==> src/rtl/core/paqi_pkg.sv <==
// ----------------------------------------------------------------------------
// paqi_pkg
// Shared types, widths and breakpoint tables for the particulate index block.
// ----------------------------------------------------------------------------
`default_nettype none

package paqi_pkg;

	localparam int LEVEL_W       = 16;
	localparam int INDEX_W       = 10;
	localparam int TABLE_ROWS    = 16;
	localparam int SEGMENT_COUNT = 7;
	localparam int SEARCH_ROWS   = (SEGMENT_COUNT < TABLE_ROWS) ? SEGMENT_COUNT : TABLE_ROWS;
	localparam int ROW_W         = $clog2(TABLE_ROWS);

	// segment geometry bounds: span <= 150, rise <= 99, top index 500
	localparam int BKPT_W  = 10;
	localparam int OFF_W   = 8;
	localparam int RISE_W  = 7;
	localparam int BASE_W  = 9;
	localparam int PROD_W  = OFF_W + RISE_W;
	localparam int RECIP_W = 21;
	localparam int FULL_W  = PROD_W + RECIP_W;
	// reciprocal scale: recip = ceil(2^RECIP_SHIFT / span), exact for prod < 2^15
	localparam int RECIP_SHIFT = 24;
	localparam int QUOT_W  = RISE_W;

	typedef struct packed {
		logic [BKPT_W-1:0]  lo;
		logic [BKPT_W-1:0]  hi;
		logic [BASE_W-1:0]  base;
		logic [RISE_W-1:0]  rise;
		logic [RECIP_W-1:0] recip;
	} paqi_seg_t;

	typedef paqi_seg_t paqi_tab_t [TABLE_ROWS];

	// stage advance strobes shared by both lanes
	typedef struct packed {
		logic en_s1;
		logic en_s2;
		logic en_s3;
	} paqi_adv_t;

	// PM2.5 breakpoints; unused rows have lo == hi and never match
	localparam paqi_tab_t FINE_TAB = '{
		0: '{10'd0,   10'd12,  9'd0,   7'd50, 21'd1398102},
		1: '{10'd12,  10'd35,  9'd51,  7'd49, 21'd729445},
		2: '{10'd35,  10'd55,  9'd101, 7'd49, 21'd838861},
		3: '{10'd55,  10'd150, 9'd151, 7'd49, 21'd176603},
		4: '{10'd150, 10'd250, 9'd201, 7'd99, 21'd167773},
		5: '{10'd250, 10'd350, 9'd301, 7'd99, 21'd167773},
		6: '{10'd350, 10'd500, 9'd401, 7'd99, 21'd111849},
		default: '0
	};

	// PM10 breakpoints
	localparam paqi_tab_t COARSE_TAB = '{
		0: '{10'd0,   10'd54,  9'd0,   7'd50, 21'd310690},
		1: '{10'd54,  10'd154, 9'd51,  7'd49, 21'd167773},
		2: '{10'd154, 10'd254, 9'd101, 7'd49, 21'd167773},
		3: '{10'd254, 10'd354, 9'd151, 7'd49, 21'd167773},
		4: '{10'd354, 10'd424, 9'd201, 7'd99, 21'd239675},
		5: '{10'd424, 10'd504, 9'd301, 7'd99, 21'd209716},
		6: '{10'd504, 10'd604, 9'd401, 7'd99, 21'd167773},
		default: '0
	};

endpackage

`default_nettype wire

==> src/rtl/core/particulate_aqi_index.sv <==
// ----------------------------------------------------------------------------
// particulate_aqi_index
// PM2.5 / PM10 readings to piecewise-linear air quality sub-indices.
// ----------------------------------------------------------------------------
// Input channel: in_valid / in_stall with pm25_level and pm10_level (ug/m3).
// Output channel: out_valid / out_stall with pm25_index, pm10_index and
// overall_index, all 10-bit signed; -1 marks a reading at or above the top
// breakpoint. One result per request.
// Pipeline: four register stages (segment search, offset * rise, reciprocal
// multiply, output register).
// Throughput: one request per cycle while the output is not stalled; the two
// multiplier stages of each lane are fully pipelined.
// Each stage advances when it is empty or the stage after it advances, so
// bubbles are squeezed out while the receiver stalls; in_stall rises only
// when every stage holds a request and the output is stalled.
// Reset clears all valid flags; no request is in flight afterwards.
// ----------------------------------------------------------------------------
`default_nettype none

module particulate_aqi_index
	import paqi_pkg::*;
(
	input  wire logic                      clk,
	input  wire logic                      arst_n,
	input  wire logic                      in_valid,
	output logic                           in_stall,
	input  wire logic [LEVEL_W-1:0]        pm25_level,
	input  wire logic [LEVEL_W-1:0]        pm10_level,
	output logic                           out_valid,
	input  wire logic                      out_stall,
	output logic signed [INDEX_W-1:0]      pm25_index,
	output logic signed [INDEX_W-1:0]      pm10_index,
	output logic signed [INDEX_W-1:0]      overall_index
);

	paqi_adv_t adv;
	logic      en_s1;
	logic      en_s2;
	logic      en_s3;
	logic      en_out;
	logic      valid_s1;
	logic      valid_s2;
	logic      valid_s3;
	logic      out_valid_q;

	logic signed [INDEX_W-1:0] fine_index;
	logic signed [INDEX_W-1:0] coarse_index;

	assign en_out     = !out_valid_q || !out_stall;
	assign en_s3      = !valid_s3 || en_out;
	assign en_s2      = !valid_s2 || en_s3;
	assign en_s1      = !valid_s1 || en_s2;
	assign adv        = {en_s1, en_s2, en_s3};
	assign in_stall   = !en_s1;
	assign out_valid  = out_valid_q;

	always_ff @(posedge clk or negedge arst_n) begin
		if (!arst_n) begin
			valid_s1    <= 1'b0;
			valid_s2    <= 1'b0;
			valid_s3    <= 1'b0;
			out_valid_q <= 1'b0;
		end else begin
			if (en_s1)  valid_s1 <= in_valid;
			if (en_s2)  valid_s2 <= valid_s1;
			if (en_s3)  valid_s3 <= valid_s2;
			if (en_out) out_valid_q <= valid_s3;
		end
	end

	paqi_lane u_lane_pm25 (
		.clk       (clk),
		.coarse    (1'b0),
		.adv       (adv),
		.level     (pm25_level),
		.sub_index (fine_index)
	);

	paqi_lane u_lane_pm10 (
		.clk       (clk),
		.coarse    (1'b1),
		.adv       (adv),
		.level     (pm10_level),
		.sub_index (coarse_index)
	);

	paqi_merge u_merge (
		.clk           (clk),
		.load          (en_out),
		.fine_index    (fine_index),
		.coarse_index  (coarse_index),
		.pm25_index    (pm25_index),
		.pm10_index    (pm10_index),
		.overall_index (overall_index)
	);

	// input backs up only when the whole pipe is full and the output is held
	a_stall_only_when_full: assert property (@(posedge clk) disable iff (!arst_n)
		in_stall |-> (out_valid && out_stall && valid_s1 && valid_s2 && valid_s3))
		else $error("in_stall with room in the pipeline");

	// a finished request moves to the output whenever the output can take it
	a_drain: assert property (@(posedge clk) disable iff (!arst_n)
		(valid_s3 && en_out) |=> out_valid)
		else $error("stage 3 request lost");

	// overall index tracks the larger sub-index
	a_overall_max: assert property (@(posedge clk) disable iff (!arst_n)
		out_valid |-> (overall_index == ((pm25_index > pm10_index) ? pm25_index : pm10_index)))
		else $error("overall_index is not the larger sub-index");

endmodule

`default_nettype wire

==> src/rtl/core/paqi_lane.sv <==
// ----------------------------------------------------------------------------
// paqi_lane
// One pollutant lane: segment search, offset times rise, reciprocal divide.
// ----------------------------------------------------------------------------
`default_nettype none

module paqi_lane
	import paqi_pkg::*;
(
	input  wire logic                      clk,
	input  wire logic                      coarse,
	input  wire paqi_adv_t                 adv,
	input  wire logic [LEVEL_W-1:0]        level,
	output logic signed [INDEX_W-1:0]      sub_index
);

	paqi_seg_t            seg;
	logic                 hit;
	logic [LEVEL_W-1:0]   diff;

	logic [OFF_W-1:0]     off_s1;
	logic [RISE_W-1:0]    rise_s1;
	logic [RECIP_W-1:0]   recip_s1;
	logic [BASE_W-1:0]    base_s1;
	logic                 hit_s1;

	logic [PROD_W-1:0]    prod_s2;
	logic [RECIP_W-1:0]   recip_s2;
	logic [BASE_W-1:0]    base_s2;
	logic                 hit_s2;

	logic [FULL_W-1:0]    full;
	logic [QUOT_W-1:0]    quot;
	logic signed [INDEX_W-1:0] sub_s3;

	// first matching segment wins: scan from the top down
	always_comb begin
		paqi_seg_t row;
		seg = '0;
		hit = 1'b0;
		for (int i = SEARCH_ROWS - 1; i >= 0; i--) begin
			row = coarse ? COARSE_TAB[ROW_W'(i)] : FINE_TAB[ROW_W'(i)];
			if (level >= LEVEL_W'(row.lo) && level < LEVEL_W'(row.hi)) begin
				seg = row;
				hit = 1'b1;
			end
		end
	end

	assign diff = level - LEVEL_W'(seg.lo);

	always_ff @(posedge clk) begin
		if (adv.en_s1) begin
			off_s1   <= diff[OFF_W-1:0];
			rise_s1  <= seg.rise;
			recip_s1 <= seg.recip;
			base_s1  <= seg.base;
			hit_s1   <= hit;
		end
	end

	always_ff @(posedge clk) begin
		if (adv.en_s2) begin
			prod_s2  <= PROD_W'(off_s1) * PROD_W'(rise_s1);
			recip_s2 <= recip_s1;
			base_s2  <= base_s1;
			hit_s2   <= hit_s1;
		end
	end

	assign full = FULL_W'(prod_s2) * FULL_W'(recip_s2);
	assign quot = full[RECIP_SHIFT +: QUOT_W];

	always_ff @(posedge clk) begin
		if (adv.en_s3) begin
			if (hit_s2) begin
				sub_s3 <= signed'(INDEX_W'(base_s2) + INDEX_W'(quot));
			end else begin
				sub_s3 <= '1;
			end
		end
	end

	assign sub_index = sub_s3;

endmodule

`default_nettype wire

==> src/rtl/core/paqi_merge.sv <==
// ----------------------------------------------------------------------------
// paqi_merge
// Output register: holds both sub-indices and the larger of the two.
// ----------------------------------------------------------------------------
`default_nettype none

module paqi_merge
	import paqi_pkg::*;
(
	input  wire logic                      clk,
	input  wire logic                      load,
	input  wire logic signed [INDEX_W-1:0] fine_index,
	input  wire logic signed [INDEX_W-1:0] coarse_index,
	output logic signed [INDEX_W-1:0]      pm25_index,
	output logic signed [INDEX_W-1:0]      pm10_index,
	output logic signed [INDEX_W-1:0]      overall_index
);

	logic signed [INDEX_W-1:0] pm25_q;
	logic signed [INDEX_W-1:0] pm10_q;
	logic signed [INDEX_W-1:0] top_q;

	always_ff @(posedge clk) begin
		if (load) begin
			pm25_q <= fine_index;
			pm10_q <= coarse_index;
			top_q  <= (fine_index > coarse_index) ? fine_index : coarse_index;
		end
	end

	assign pm25_index    = pm25_q;
	assign pm10_index    = pm10_q;
	assign overall_index = top_q;

endmodule

`default_nettype wire
==> config.mk <==
export PLATFORM = sky130hd
export DESIGN_NAME = particulate_aqi_index
export DESIGN_NICKNAME = d
export VERILOG_FILES = /design/src/rtl/core/paqi_pkg.sv /design/src/rtl/core/particulate_aqi_index.sv /design/src/rtl/core/paqi_lane.sv /design/src/rtl/core/paqi_merge.sv
export SDC_FILE = /design/constraint.sdc
export NUM_CORES = 2
export LEC_CHECK = 0
export BUFFER_PORTS_ARGS = -buffer_cell sky130_fd_sc_hd__buf_2
export CAP_MARGIN = 15
export CORE_MARGIN = 10
export CORE_UTILIZATION = 66
export DETAILED_ROUTE_END_ITERATION = 16
export PLACE_DENSITY = 0.82
export SYNTH_ARGS = -nofsm -noshare
export SYNTH_HDL_FRONTEND = slang
export SYNTH_SLANG_ARGS = --single-unit
==> constraint.sdc <==
create_clock -name clk -period 10 [get_ports clk]
set_input_delay 0.5 -clock clk [delete_from_list [all_inputs] [get_ports clk]]
set_output_delay 0.5 -clock clk [all_outputs]
set_load 0.1 [all_outputs]
-- Word level (Yosys, flattened, before mapping)
Cells that the tools add are included.
- register bits: 238
- latch bits: 0
- bits in writable memories: 0
- bits in read-only memories: 0
- output and inout bits: 32
- word-level logic and storage cells: 134
- memories: 0
- add/sub/neg operators: 4
- multiply operators: 4
- div/mod/pow operators: 0
- $lt $le $gt $ge: 29
- eq/ne operators: 0
- shift-type cells: 0
- muxes and demuxes: 17
- bitwise gates (word level): 0
- reduce and logical (&&, ||, !) cells: 34
- operators by type and width (cell ; number):
    $mux W55 ; 13
    $lt A16 B9 Y1 const B ; 5
    $ge A16 B8 Y1 const B ; 4
    $ge A16 B9 Y1 const B ; 4
    $lt A16 B8 Y1 const B ; 4
    $mul A15 B21 Y31 ; 2
    $mux W54 ; 1
    $ge A16 B6 Y1 const B ; 3
    $lt A16 B6 Y1 const B ; 3
    $ge A16 B1 Y1 const B ; 2
    $mul A8 B7 Y15 ; 2
    $add A9 B7 Y10 ; 2
    $ge A16 B4 Y1 const B ; 1
    $lt A16 B10 Y1 const B ; 1
    $lt A16 B4 Y1 const B ; 1
    $sub A8 B8 Y8 ; 2
    $logic_and A1 B1 Y1 ; 14
    $reduce_or A6 Y1 ; 2
    $gt A10 B10 Y1 ; 1
    $mux W10 ; 1
    $reduce_or A5 Y1 ; 2
    $reduce_or A4 Y1 ; 2
    $logic_not A1 Y1 ; 6
    $reduce_or A3 Y1 ; 2
    3 further kinds ; 8

-- Logic depth before layout (Yosys ltp)
- word-level depth: 10
- depth in mapped cells: 33
- gate-level depth less buffers: 32

-- Modules after synthesis
A second synthesis with hierarchy kept.
- cell total of the unflattened synthesis: 3237
- area, all modules: 32058.2 um^2
- by module, submodules not included (module ; times used ; cells an instance ; area each (um^2) ; sequential area each (um^2)):
    paqi_lane at u_lane_pm10 ; 1 ; 1588 ; 15319.7 ; 2972.9
    paqi_lane at u_lane_pm25 ; 1 ; 1557 ; 15258.4 ; 2972.9
    paqi_merge ; 1 ; 76 ; 1305.0 ; 900.9
    particulate_aqi_index ; 1 ; 16 ; 175.2 ; 100.1

-- Worst setup path after synthesis
Ideal clock, no wire load.
- path kind: register to register
- start: register u_lane_pm25.prod_s2[5]
- end: register u_lane_pm25.sub_s3[8], in the netlist u_lane_pm25.sub_index[8], data pin
- setup time: 268 ps
- arrival: 7177 ps
- data required time: 9732 ps
- setup slack: 2555 ps
- stages on the path, launching flop included: 33
- path buffers: 1
- clock period less this slack: 7445 ps
- path through: edfxtp_1 > clkbuf_1 > and2_1 > fa_1 > inv_1 > fa_1 > inv_1 > fa_1 > inv_1 > fa_1 > inv_1 > fa_1 > inv_1 > fa_1 > inv_1 > ha_1 > nand2_1 > a2111oi_0 > a221oi_1 > o22ai_1 > nor2_1 > o21ai_0 > a21oi_1 > xnor2_1 > fa_1 > a21o_1 > a21oi_1 > o21bai_1 > a21oi_1 > nor2b_1 > o21ai_0 > xor2_1 > nand2_1
- longest elaborated chain between the ends: 2
- RTL lines (item ; RTL line ; source):
    start: declaration ; paqi_lane.sv:27 ; logic [PROD_W-1:0] prod_s2;
    start signal: assignment ; paqi_lane.sv:64 ; prod_s2 <= PROD_W'(off_s1) * PROD_W'(rise_s1);
    $mul A15 B21 Y31 ; paqi_lane.sv:71 ; assign full = FULL_W'(prod_s2) * FULL_W'(recip_s2);
    $add A9 B7 Y10 ; paqi_lane.sv:77 ; sub_s3 <= signed'(INDEX_W'(base_s2) + INDEX_W'(quot));
    end signal: assignment ; paqi_lane.sv:77 ;
    end: declaration ; paqi_lane.sv:34 ; logic signed [INDEX_W-1:0] sub_s3;
No other way between the ends.
A chain may end at the register's enable or synchronous reset.

-- Worst setup path in the final report
- start: register u_lane_pm25.prod_s2[8]
- end: register u_lane_pm25.sub_s3[8], in the netlist u_lane_pm25.sub_index[8], data pin
The elaborated chain is that of the path after synthesis.

==> results.md <==
- Main combinational cell family by area after synthesis: adder cells
- IO buf count: 67
- Utilization after layout: 0.702
- Initial antenna violation count: 2
- Top routing layer used: met4
- Most frequent cells in the layout: inv_1 (652), fa_1 (467), and2_1 (318), nand2_1 (294), ha_1 (280)
- Clock Skew: 0.0145 ns
- Full die area: 0.0499 mm2
- Largest net degree at the start of global routing: 77
- Clock Latency Late Sink: 0.46 ns
- CP Launch Point: u_lane_pm25.prod_s2[8]$_DFFE_PP_
- Sequential Area: 0.00587 mm2
- Starting Density: 0.668
- CP startpoint kind: register
- Slew margin rel.: 0.360
- Met2 wire length: 28.6 mm
- Post-synth top area cell: fa_1
- Worst Path Required: 10.17 ns
- Max Clock Freq: 117 MHz
- Worst R2R End: u_lane_pm25.sub_index[8]$_SDFFCE_PN1P_
- Worst setup margin: 1.44 ns
- Grt ovf: 0
- Post-synth top flop: edfxtp_1
- Ranking of synthesized cells by area: fa_1 (34%), edfxtp_1 (21%), ha_1 (13%)
- Setup CP Type: reg2reg
- Average size of a mapped cell: 10.1 um2
- Post-synthesis cell area: 0.0273 mm2
- Multi-input combinational cell area: 0.0187 mm2
- Top-area cell type share of the netlist area: 0.343
- Crit path DAT: 8.73 ns
- Hold Path Origin: pm10_level[0]
- CTS tree: yes
- Fillers: 2947
- Post-CTS setup buffer count: 0
- Routed wire length per instance: 19.4 um
- CTS max path bufs: 2
- Reg clk slew, reported paths: 0.08 ns
- Post-synthesis compound-gate area fraction: 0.0418
- Endpoints failing setup: 0
- Vias in the first global route: 20100
- Die Height: 223 um
- Worst Path Max Fanout: 19
- Hold WS: 0.212 ns
- Worst reg-to-reg path cell count: 28
- Max-Cap Viols: 0
- Vias: 18200
- Area Growth Syn to Fin: 5.05%
- Synth Net Count: 3481
- CP peak stage delay: 0.96 ns
- H-tree Lvls: 4
- DR pass1 iterations: 7
- Final hold vios: 0
- Layout cells sized above 1: 0.0451
- Layout net count: 3498
- Clock sink count: 196
- # hold bufs at CTS: 1
- Most common cell after layout, fill and taps aside: inv_1
- Placement Cell Area: 0.0280 mm2
- Maximum ir drop on the vdd rail: 0.169 mV
- Simple-gate area share of the yosys netlist: 0.144
- Hold endpoint: u_lane_pm10.off_s1[0]$_DFFE_PN_
- Yosys reg bits: 196
- Final min period: 8.56 ns
- Final worst-path cycle share: 0.856
- Hold Crit Depth: 1
- Post-Synth Adder-Cell Area: 0.471
- Hpwl dp: 52.3 mm
- Xor/xnor share of the synthesized area: 0.0241
- Worst hold path class: in2reg
- Pwr Density: 206 mW/mm2
- P_leak: 14.9 nW
- Max-slew violation count: 0
- Fin Setup TNS: 0 ns
- Core Area: 0.0408 mm2
- Sequential share of the synthesized area: 0.215
- RD Place Congestion: 0.987
- Top cell by count, worst path: fa_1
- WL met1: 26.2 mm
- Cts repair resizes: 0
- RSZ-0062 raised after global routing: false
- CP max-delay cell: edfxtp_1
- Synth Instances: 2698
- # IOs: 68
- Mux share of post-synthesis cell area: 0.00413
- Gr usage total: 0.264
- Die X: 223 um
- Outcome: complete, no violations
- DR iter-0 viols: 1462
- Routed met3 length: 7.06 mm
- Number of enable flip-flop cells after synthesis: 192
- Pre-CTS setup slack: 1.55 ns
- Final instance area: 0.0287 mm2
- R2r setup slk: 1.44 ns
- Synth unique cells: 58
- Worst Tran Pin Value: 0.960 ns
- Clock Tree Root: clkbuf_16
- Site Rows: 74
- Detail Route Antenna Nets: 0
- RR Startpoint: u_lane_pm25.prod_s2[8]$_DFFE_PP_
- First-pass GRT wire length: 104 mm
- Ys async rst share: 0.0204
- Residual DRC count: 0
- CTS Buf Count: 17
- Vias per Instance: 5.59
- Synth warn: 0
- Critical path capture point type: register
- WL final: 63.2 mm
==> cells by family after synthesis <==
group	after synthesis
AND/OR/NAND/NOR	766
adder cells (fa/ha/maj)	747
buffers and inverters	723
flip-flops	196
AO/OA/AOI/OAI	181
XOR/XNOR	75
multiplexers	10
==> Yosys cell counts, types with 17 or more instances <==
cell type    n
xnor2_1     53
a21o_1      22
nand3_1     21
edfxtp_1   192
clkbuf_1    70
nand2b_1    17
ha_1       280
inv_1      652
nor2_1      42
nor2b_1     20
o21ai_0     41
and2_1     318
nand2_1    295
fa_1       467
a21oi_1     63
xor2_1      22
==> routing by layer <==
metal / track usage / vias up
met4: 0.0673 / 0
li1: - / 8276
met3: 0.0837 / 94
met1: 0.353 / 9042
met5: 0 / -
met2: 0.409 / 814
==> critical path: cells and delay by family (launching register included) <==
family / cells / cell delay (ns)
AND/OR/NAND/NOR: 5 / 0.61
flip-flops: 1 / 0.96
AO/OA/AOI/OAI: 10 / 2.36
buffers and inverters: 3 / 0.14
adder cells (fa/ha/maj): 8 / 3.81
XOR/XNOR: 2 / 0.38
==> final cells by class <==
cell class	instances	share of cell area
well taps	532	0.0232
diodes	2	0.000175
clock buffers	17	0.0148
inverters	652	0.0854
multi-input cells	1779	0.653
flip-flops and latches	196	0.205
repair buffers	69	0.0123
clock inverters	15	0.00616
==> flip-flops by register name (all words and copies together) (netlist names), 10 cells and up <==
register,count
u_lane_pm25.sub_index,10
u_lane_pm25.recip_s2,16
u_lane_pm25.prod_s2,15
u_lane_pm10.sub_index,10
u_lane_pm10.recip_s1,10
u_merge.pm10_index,10
u_merge.overall_index,10
u_merge.pm25_index,10
u_lane_pm25.recip_s1,15
u_lane_pm10.recip_s2,10
u_lane_pm10.prod_s2,15
==> power by group <==
part	internal, mW	switching [mW]
Sequential	1.08	0.315
Combinational	1.54	2.28
Clock	0.339	0.349
==> through the flow <==
stage / power, mW / cells
after global routing: 6.53 / 3260
after floorplan: 4.16 / 2698
final: 5.90 / 3262
after detailed placement: 5.19 / 3227
after global placement: 4.97 / 3227
after CTS: 5.92 / 3260
==> worst max path at each step <==
stage | endpoint | slack [ns] | cells past startpoint
2_1_floorplan | u_lane_pm25.sub_index[8]$_SDFFCE_PN1P_ | 2.56 | 32
3_3_place_gp | u_lane_pm25.sub_index[8]$_SDFFCE_PN1P_ | 1.88 | 28
3_5_place_dp | u_lane_pm25.sub_index[8]$_SDFFCE_PN1P_ | 1.55 | 29
4_1_cts | u_lane_pm25.sub_index[8]$_SDFFCE_PN1P_ | 1.53 | 28
5_1_grt | u_lane_pm25.sub_index[8]$_SDFFCE_PN1P_ | 1.11 | 28
6_report | u_lane_pm25.sub_index[8]$_SDFFCE_PN1P_ | 1.44 | 28
No activity file was read; power rests on OpenSTA's default activity.
